$ cat config.mk
export PLATFORM = sky130hd
export DESIGN_NAME = sync_length_checksum_deframer
export DESIGN_NICKNAME = d
export VERILOG_FILES = /design/src/rtl/slcd_pkg.sv /design/src/rtl/slcd_parser.sv /design/src/rtl/sync_length_checksum_deframer.sv
export SDC_FILE = /design/constraint.sdc
export NUM_CORES = 1
export LEC_CHECK = 0
export ABC_AREA = 0
export BUFFER_PORTS_ARGS = -buffer_cell sky130_fd_sc_hd__buf_2
export CAP_MARGIN = 20
export CORE_AREA = 2 2 80 82
export DETAILED_ROUTE_END_ITERATION = 7
export DIE_AREA = 0 0 82 84
export PLACE_DENSITY = 0.67
export SLEW_MARGIN = 25
export SYNTH_ARGS = -nofsm -noshare
export SYNTH_HDL_FRONTEND = slang
export SYNTH_HIERARCHICAL = 1
export SYNTH_SLANG_ARGS = --single-unit
$ cat constraint.sdc
create_clock -name clk -period 4 [get_ports clk]
set_clock_uncertainty 0.15 [all_clocks]
set_input_delay 0.4 -clock clk [delete_from_list [all_inputs] [get_ports clk]]
set_output_delay 0.4 -clock clk [all_outputs]
set_load 0.05 [all_outputs]
$ cat src/rtl/slcd_pkg.sv
// ----------------------------------------------------------------------------
// slcd_pkg: shared definitions for the sync/length/checksum deframer
// Holds the sync byte values, the byte role codes and the result item type.
// ----------------------------------------------------------------------------
`default_nettype none

package slcd_pkg;

  localparam int unsigned BYTE_W = 8;
  localparam int unsigned ROLE_W = 3;

  localparam logic [BYTE_W-1:0] SYNC_FIRST  = 8'hAA;
  localparam logic [BYTE_W-1:0] SYNC_SECOND = 8'h55;

  // Role codes carried with every passed-through byte.
  localparam logic [ROLE_W-1:0] ROLE_ADDR    = 3'd0;
  localparam logic [ROLE_W-1:0] ROLE_CMD     = 3'd1;
  localparam logic [ROLE_W-1:0] ROLE_DTYPE   = 3'd2;
  localparam logic [ROLE_W-1:0] ROLE_LEN     = 3'd3;
  localparam logic [ROLE_W-1:0] ROLE_PAYLOAD = 3'd4;
  localparam logic [ROLE_W-1:0] ROLE_CHECK   = 3'd5;

  typedef struct packed {
    logic              checksum_good;
    logic              frame_last;
    logic [ROLE_W-1:0] byte_role;
    logic [BYTE_W-1:0] frame_byte;
  } result_t;

endpackage

`default_nettype wire

$ cat src/rtl/slcd_parser.sv
// ----------------------------------------------------------------------------
// slcd_parser: frame parse state and running checksum
// Classifies one byte per step and updates the phase, length and sum.
// ----------------------------------------------------------------------------
`default_nettype none

module slcd_parser (
  input  wire logic                         clk,
  input  wire logic                         rst,
  input  wire logic                         step,
  input  wire logic [slcd_pkg::BYTE_W-1:0]  rx_byte,
  output logic                              emit,
  output slcd_pkg::result_t                 result
);

  typedef enum logic [2:0] {
    PH_IDLE,
    PH_SYNC2,
    PH_ADDR,
    PH_CMD,
    PH_DTYPE,
    PH_LEN,
    PH_PAYLOAD,
    PH_CHECK
  } phase_t;

  phase_t                        phase, phase_next;
  logic [slcd_pkg::BYTE_W-1:0]   bytes_left, bytes_left_next;
  logic [slcd_pkg::BYTE_W-1:0]   running_sum, running_sum_next;
  logic [slcd_pkg::BYTE_W-1:0]   sum_plus;
  logic [slcd_pkg::BYTE_W-1:0]   left_minus;

  assign sum_plus   = running_sum + rx_byte;
  assign left_minus = bytes_left - slcd_pkg::BYTE_W'(1);

  always_comb begin
    phase_next           = phase;
    bytes_left_next      = bytes_left;
    running_sum_next     = running_sum;
    emit                 = 1'b1;
    result.frame_byte    = rx_byte;
    result.byte_role     = slcd_pkg::ROLE_CHECK;
    result.frame_last    = 1'b0;
    result.checksum_good = 1'b0;
    case (phase)
      PH_IDLE: begin
        emit = 1'b0;
        if (rx_byte == slcd_pkg::SYNC_FIRST) begin
          phase_next = PH_SYNC2;
        end
      end
      PH_SYNC2: begin
        emit = 1'b0;
        if (rx_byte == slcd_pkg::SYNC_SECOND) begin
          phase_next       = PH_ADDR;
          running_sum_next = '0;
          bytes_left_next  = '0;
        end else begin
          phase_next = PH_IDLE;
        end
      end
      PH_ADDR: begin
        running_sum_next = sum_plus;
        phase_next       = PH_CMD;
        result.byte_role = slcd_pkg::ROLE_ADDR;
      end
      PH_CMD: begin
        running_sum_next = sum_plus;
        phase_next       = PH_DTYPE;
        result.byte_role = slcd_pkg::ROLE_CMD;
      end
      PH_DTYPE: begin
        running_sum_next = sum_plus;
        phase_next       = PH_LEN;
        result.byte_role = slcd_pkg::ROLE_DTYPE;
      end
      PH_LEN: begin
        running_sum_next = sum_plus;
        bytes_left_next  = rx_byte;
        phase_next       = (rx_byte == '0) ? PH_CHECK : PH_PAYLOAD;
        result.byte_role = slcd_pkg::ROLE_LEN;
      end
      PH_PAYLOAD: begin
        running_sum_next = sum_plus;
        bytes_left_next  = left_minus;
        if (left_minus == '0) begin
          phase_next = PH_CHECK;
        end
        result.byte_role = slcd_pkg::ROLE_PAYLOAD;
      end
      default: begin
        phase_next           = PH_IDLE;
        bytes_left_next      = '0;
        result.byte_role     = slcd_pkg::ROLE_CHECK;
        result.frame_last    = 1'b1;
        result.checksum_good = (rx_byte == running_sum);
      end
    endcase
  end

  always_ff @(posedge clk) begin
    if (rst) begin
      phase       <= PH_IDLE;
      bytes_left  <= '0;
      running_sum <= '0;
    end else if (step) begin
      phase       <= phase_next;
      bytes_left  <= bytes_left_next;
      running_sum <= running_sum_next;
    end
  end

  // The payload phase is only entered with a nonzero count and left at zero.
  a_payload_count: assert property (@(posedge clk) disable iff (rst)
    phase == PH_PAYLOAD |-> bytes_left != '0)
    else $error("payload phase with zero bytes left");

  // Leaving idle takes the first sync byte.
  a_idle_hunt: assert property (@(posedge clk) disable iff (rst)
    step && phase == PH_IDLE && rx_byte != slcd_pkg::SYNC_FIRST |=> phase == PH_IDLE)
    else $error("hunt left idle without first sync byte");

  // Only the checksum phase produces a last-marked result.
  a_last_only_check: assert property (@(posedge clk) disable iff (rst)
    emit && result.frame_last |-> phase == PH_CHECK)
    else $error("last marker outside checksum phase");

endmodule

`default_nettype wire

$ cat src/rtl/sync_length_checksum_deframer.sv
// ----------------------------------------------------------------------------
// sync_length_checksum_deframer: byte stream deframer with additive checksum
// Finds AA 55 framed packets and passes their bytes out tagged by role.
// ----------------------------------------------------------------------------
// The block takes one received byte per item and hunts for the sync pair
// 0xAA then 0x55; a byte other than 0x55 right after 0xAA restarts the hunt
// and is not itself taken as a new 0xAA. After sync, the address, command,
// data type and length bytes come out, then as many payload bytes as the
// length gives (none for a zero length), and finally the checksum byte with
// tlast set and a flag saying whether it equals the modulo-256 sum of every
// byte from address through the last payload byte. Sync bytes and bytes
// outside a frame give no output item. The block accepts one byte every
// cycle unless the output side stalls it: the input register feeds the
// parse logic, whose result lands in the output register, so an accepted
// byte is held in the input register and then in the output register
// before it is presented on the master side. The output register frees
// itself in the same cycle that its item is taken, so a stall only blocks
// the input once both registers hold an item.
`default_nettype none

module sync_length_checksum_deframer (
  input  wire logic       clk,
  input  wire logic       rst,
  input  wire logic       s_axis_tvalid,
  output logic            s_axis_tready,
  input  wire logic [7:0] s_axis_tdata,   // [7:0] rx_byte
  output logic            m_axis_tvalid,
  input  wire logic       m_axis_tready,
  output logic [7:0]      m_axis_tdata,   // [7:0] frame_byte
  output logic            m_axis_tlast,   // frame_last
  output logic [3:0]      m_axis_tuser    // [2:0] byte_role, [3] checksum_good
);

  logic                         in_valid;
  logic [slcd_pkg::BYTE_W-1:0]  in_byte;
  logic                         in_take;
  logic                         out_free;
  logic                         emit;
  slcd_pkg::result_t            parsed;
  logic                         out_valid;
  slcd_pkg::result_t            out_res;

  // The output register can load when empty or when its item leaves now.
  assign out_free = !out_valid || m_axis_tready;

  // A byte that produces no result never waits on the output side.
  assign in_take       = in_valid && (!emit || out_free);
  assign s_axis_tready = !in_valid || in_take;

  always_ff @(posedge clk) begin
    if (rst) begin
      in_valid <= 1'b0;
    end else if (s_axis_tready) begin
      in_valid <= s_axis_tvalid;
    end
  end

  always_ff @(posedge clk) begin
    if (s_axis_tvalid && s_axis_tready) begin
      in_byte <= s_axis_tdata;
    end
  end

  slcd_parser u_parser (
    .clk     (clk),
    .rst     (rst),
    .step    (in_take),
    .rx_byte (in_byte),
    .emit    (emit),
    .result  (parsed)
  );

  always_ff @(posedge clk) begin
    if (rst) begin
      out_valid <= 1'b0;
    end else if (out_free) begin
      out_valid <= in_take && emit;
    end
  end

  always_ff @(posedge clk) begin
    if (in_take && emit) begin
      out_res <= parsed;
    end
  end

  assign m_axis_tvalid = out_valid;
  assign m_axis_tdata  = out_res.frame_byte;
  assign m_axis_tlast  = out_res.frame_last;
  assign m_axis_tuser  = {out_res.checksum_good, out_res.byte_role};

  // A last-marked item always carries the checksum role.
  a_last_is_check: assert property (@(posedge clk) disable iff (rst)
    m_axis_tvalid && m_axis_tlast |-> m_axis_tuser[2:0] == slcd_pkg::ROLE_CHECK)
    else $error("last item without checksum role");

  // The checksum flag is only raised on the last item of a frame.
  a_good_on_last: assert property (@(posedge clk) disable iff (rst)
    m_axis_tvalid && !m_axis_tlast |-> !m_axis_tuser[3])
    else $error("checksum flag set on a non-last item");

  // An item is only loaded into the output register when it has room.
  a_no_overwrite: assert property (@(posedge clk) disable iff (rst)
    in_take && emit |-> out_free)
    else $error("result loaded over a pending item");

endmodule

`default_nettype wire

==> run metrics, run 1 <==
outcome=complete, no violations; clk slew on worst S/H paths=80 ps; crit path time final=2770 ps; DRC violations left=0; Final period util=0.693; sequential element share of the synthesized area=0.454; Overall Global Routing Usage=0.149; crit path kind=flop to flop; layout cells sized above 1=0.181; layout net count=270; TritonCTS buffer count=5; Clock Latency Late Sink=300 ps; CTS tree=yes; final core occ=0.414; Post CTS Setup Buffer Count=0; HPWL after DPL=3.39 mm; clock sinks=42; Critical Path AT=2800 ps; First-pass DRT Iterations=4; IO Count=27; Die Area=6890 µm²; Vias=1799; Port Buffers=26; Inst Count DP=318; first-pass GRT wire length=7.76 mm; mean routed wirelength per cell=14.5 µm; power per cell area=329 nW/µm²; fin cells=326; largest net degree at the start of global routing=24; startpoint types=flop; CP Data Required Time=4020 ps; FP Rows=29; ANT nets after route=0; RSZ-0062 raised after global routing=false; Hold Path Class=input pin to flop; Starting Density=0.380; Die X=82 µm; Syn Area/Cell=9.93 µm²; Synth Register Bits=42; Synth Cell Area=2310 µm²; Die Y=84 µm; via/cell ratio=5.52; crit path max fanout=13; Core Footprint=6100 µm²; CTS root buf=clkbuf_8; Main synth FF type=edfxtp_1; post-synth top area cell=edfxtp_1; final setup TNS=0 ps; worst-case clock buffer depth=2; number of synthesized flops with an enable pin=21; final wirelength=4.73 mm; 1st-iter DRT viols=127; post-synth top area share=0.273; RePlAce Congestion=0.786; Leak Pwr=0.980 nW; endpoints failing setup=0; crit end category=flop; dominant cells by area after synthesis=edfxtp_1, dfxtp_1, ha_1; cells after synthesis=233; fraction of registers with async set or reset after synthesis=0; initial antenna violation count=0; hold_buf cts=0; Cell variety after synth=56; # resized after CTS=0; fmax=361 MHz; P&R area growth vs syn=9.09%; vias in the first global route=1639; n_diodes=0; # H-tree levels=2; Pins Over Slew Limit=0; fillers=612; syn nets=255; grt ovf=0; MaxCap Viol Count=0; Hold Vio Cnt, Final=0; YS warnings=6; maximum vdd drop=221 µV; Slew HR=0.577; Tightest Pin Transition=633 ps
[final timing paths]
path	depth (start not counted)	end	slack (ps)	from
max	7	u_parser/running_sum[3]	1230	u_parser/phase[1]
min	1	in_byte[6]	120	s_axis_tdata[6]
max reg2reg	7	u_parser/running_sum[3]	1230	u_parser/phase[1]
min reg2reg	2	u_parser/running_sum[4]	350	u_parser/running_sum[4]
[critical path: stages, from the launching register on]
cell and delay [ps]:
dfxtp_1 470, nor2_1 480, inv_1 200, a21boi_1 470
nand2_1 270, a21o_1 330, a22oi_1 220, nor2_1 50
[Yosys cell counts (all sizes together) (5+ instances only)]
cell	n
dfxtp	21
xnor2	5
nand3	5
a211oi	7
a21oi	13
nor2	27
edfxtp	21
inv	9
buf	14
o21ai	12
ha	9
a21o	5
nor3	8
nand2	14
a22oi	7
[sequential cells by signal, summed over array words and instances, names as in the netlist]
name                  flops
m_axis_tvalid             1
m_axis_tlast              1
in_valid                  1
in_byte                   8
m_axis_tdata              8
m_axis_tuser              4
u_parser/phase            3
u_parser/running_sum      8
u_parser/bytes_left       8
[logic make-up after synthesis]
family,Yosys count,synth area share
AO/OA/AOI/OAI,61,0.187
XOR/XNOR,8,0.0303
adder cells (fa/ha/maj),10,0.0573
buffers and inverters,27,0.0703
flip-flops,42,0.454
AND/OR/NAND/NOR,85,0.201
[stage by stage]
step	hold WS, ps	power [mW]	area, µm²	setup slack (ps)
floorplan	308	0.498	2310	1700
global placement	321	0.507	2410	1440
detailed placement	334	0.507	2410	1280
CTS	115	0.839	2520	1250
global route	108	0.864	2520	936
finish	124	0.829	2520	1230
[power by group]
part | leakage [nW] | internal, mW | switching [mW] | total (mW)
logic | 0.561 | 0.0128 | 0.0177 | 0.0305
registers | 0.368 | 0.456 | 0.0110 | 0.467
clock network | 0.0514 | 0.186 | 0.146 | 0.332
[final cells by class]
type,count,area (µm²),area share
inverter,9,33.8,0.0134
timing repair buffer,26,130,0.0516
sequential,42,1050,0.416
multi-input combinational,164,1100,0.437
tap,77,96.3,0.0382
clock buffer,6,72.6,0.0288
clock inverter,2,37.5,0.0149
[layer usage]
layer  global-route usage  routed length [µm]  part of all wire  up-vias
met2                0.221                2210              0.47       49
met4               0.0788                 128             0.027        0
met1                0.201                2190              0.46      857
met3               0.0325                 211             0.045       11
met5                    0                   0                 0        -
li1                     -                   -                 -      882
[cells in the final DEF, fill, tap and decap left out, types with 2 or more instances in the layout]
master,netlist,layout
or3_1,2,2
and2_1,2,2
nor3_1,8,8
a32oi_1,2,2
inv_1,9,9
xor2_1,3,3
clkbuf_8,1,5
xnor2_1,5,5
buf_2,4,26
nand3_1,5,5
nor2_2,2,3
a22oi_1,7,7
a211oi_2,2,2
nor2b_1,2,2
a21oi_1,13,13
o21a_1,3,3
o31ai_1,2,2
edfxtp_1,21,21
ha_1,9,9
nor4_1,3,3
nand2_1,14,14
nand4_1,3,3
a211oi_1,5,5
o21ai_0,12,12
dfxtp_1,21,21
nand2b_1,4,4
or2_2,2,2
a21o_1,5,5
and3b_1,2,2
nor2_1,25,24
(Power assumes the default switching activity.)
==> inputs of run 2 (changes only) <==
PLACE_DENSITY = 0.69   (was 0.67)
clock period = 2.3 ns   (was 4 ns; I/O delays follow)
==> run 2 against run 1 <==
Clock power is 41% higher. Fmax rose by 27%. Total power is 63% higher. Cell count is 6.4% higher.
==> run metrics, run 2 (synthesized netlist as in run 1, its figures left out) <==
CP Data Required Time=2380 ps (was 4020 ps); Die Y=84 µm (unchanged); via/cell ratio=5.32 (was 5.52); MaxCap Viol Count=0 (unchanged); final wirelength=5.15 mm (was 4.73 mm); final setup TNS=0 ps (unchanged); Overall Global Routing Usage=0.165 (was 0.149); Inst Count DP=331 (was 318); Final Power=1.35 mW (was 829 µW); 1st-iter DRT viols=102 (was 127); crit path kind=flop to flop (unchanged); Clock Latency Late Sink=310 ps (was 300 ps); IO Count=27 (unchanged); maximum vdd drop=386 µV (was 221 µV); largest stage delay on the critical path=560 ps (was 480 ps); endpoints failing setup=0 (unchanged); fmax=458 MHz (was 361 MHz); Hold Crit Start=s_axis_tvalid (was s_axis_tdata[6]); Pins Over Slew Limit=0 (unchanged); layout cells sized above 1=0.215 (was 0.181); Reg2Reg Setup Slack=120 ps (was 1230 ps); CTS root buf=clkbuf_8 (unchanged); worst r2r path cells=6 (was 7); fin area=2680 µm² (was 2520 µm²); startpoint types=flop (unchanged); Die X=82 µm (unchanged); WHS=13.8 ps (was 124 ps); commonest non-fill, non-tap cell in the layout=buf_2 (unchanged); Leak Pwr=1.07 nW (was 0.980 nW); clk slew on worst S/H paths=80 ps (about the same); hold endpoint=in_valid (was in_byte[6]); RSZ-0062 raised after global routing=false (unchanged); reg2reg start=in_byte[1] (was u_parser/phase[1]); outcome=complete, no violations (unchanged); # H-tree levels=2 (unchanged); crit path max fanout=14 (was 13); WP depth=6 (was 7); Tightest Pin Transition=478 ps (was 633 ps); TritonCTS buffer count=5 (unchanged); fin cells=347 (was 326); HPWL after DPL=3.64 mm (was 3.39 mm); dpl cell area=2510 µm² (was 2410 µm²); Port Buffers=26 (unchanged); Vias=1847 (was 1799); RePlAce Congestion=0.846 (was 0.786); pre-CTS setup slack=140 ps (was 1280 ps); Slew HR=0.681 (was 0.577); crit path cell chain=buf_4 > or4_4 > nor3b_4 > o221a_4 > nor2_1 > a211oi_1 (was nor2_1 > inv_1 > a21boi_1 > nand2_1 > a21o_1 > a22oi_1 > nor2_1); worst-case clock buffer depth=2 (unchanged); n_diodes=0 (unchanged); power per cell area=505 nW/µm² (was 329 nW/µm²); clock sinks=42 (unchanged); GRT Max-Usage Layer=met2 (unchanged); layout net count=291 (was 270); mean routed wirelength per cell=14.8 µm (was 14.5 µm); grt ovf=0 (unchanged); final core occ=0.439 (was 0.414); initial antenna violation count=0 (unchanged); WP buf/inv=1 (unchanged); first-pass GRT wire length=8.54 mm (was 7.76 mm); Crit Reg-Reg Endpoint=u_parser/bytes_left[3] (was u_parser/running_sum[3]); CP top delay family=simple AND/OR/NAND/NOR gates (was compound AO/OA/AOI/OAI gates); Die Area=6890 µm² (unchanged); Critical Path AT=2260 ps (was 2800 ps); First-pass DRT Iterations=4 (unchanged); crit end category=flop (unchanged); most frequent cells in the layout=buf_2, nor2_1, edfxtp_1, dfxtp_1, nand2_1 (unchanged); crit path time final=2180 ps (was 2770 ps); Starting Density=0.380 (unchanged); CTS tree=yes (unchanged); ANT nets after route=0 (unchanged); met1 Resource Use GR=0.216 (was 0.201); post-route setup slack=115 ps (was 1230 ps); Hold Crit Depth=3 (was 1); GR Util met2=0.257 (was 0.221); vias in the first global route=1754 (was 1639); P&R area growth vs syn=15.7% (was 9.09%); largest net degree at the start of global routing=24 (unchanged); Final period util=0.950 (was 0.693); M3 GR Usage=0.0455 (was 0.0325); Core Footprint=6100 µm² (unchanged); critical path's slowest cell=or4_4 (was nor2_1); FP Rows=29 (unchanged); Hold Path Class=input pin to flop (unchanged); DRC violations left=0 (unchanged); Hold Vio Cnt, Final=0 (unchanged)
## run 2: timing repair
action                                  4_1_cts  5_1_grt
endpoints found under the setup margin        0        2
buffers inserted                              0        0
gates resized for setup                       0        2
hold buffers                                  8        0
endpoints found under the hold margin         8        0
## run 2: routing by layer
layer | wire (µm) | vias to the layer above
li1 | - | 927
met3 | 241 | 5
met4 | 79 | 0
met1 | 2370 | 866
met5 | 0 | -
met2 | 2460 | 49
## run 2: how the worst max path moves through the flow
stage | from | end
after floorplan | u_parser/phase[1] | u_parser/running_sum[3]
after global placement | in_byte[4] | u_parser/running_sum[7]
after detailed placement | in_byte[1] | u_parser/bytes_left[1]
after CTS | in_byte[1] | u_parser/bytes_left[3]
after global routing | in_byte[4] | u_parser/running_sum[7]
final | in_byte[1] | u_parser/bytes_left[3]
## run 2: power by group
part | total (mW) | switching (mW) | internal, mW
registers | 0.801 | 0.00824 | 0.793
clock network | 0.467 | 0.258 | 0.209
logic | 0.0846 | 0.0443 | 0.0402
## run 2: area by class of cell
type / instances / area, µm²
Fill cell: 587 / 3420
Clock buffer: 6 / 72.6
Inverter: 9 / 33.8
Timing Repair Buffer: 47 / 308
Tap cell: 77 / 96.3
Sequential cell: 42 / 1050
Multi-Input combinational cell: 164 / 1110
Clock inverter: 2 / 8.76
## run 2: tightest hold or removal path, cell delays in order
cell and delay (ps):
buf_2 100, inv_1 40, a21oi_1 50
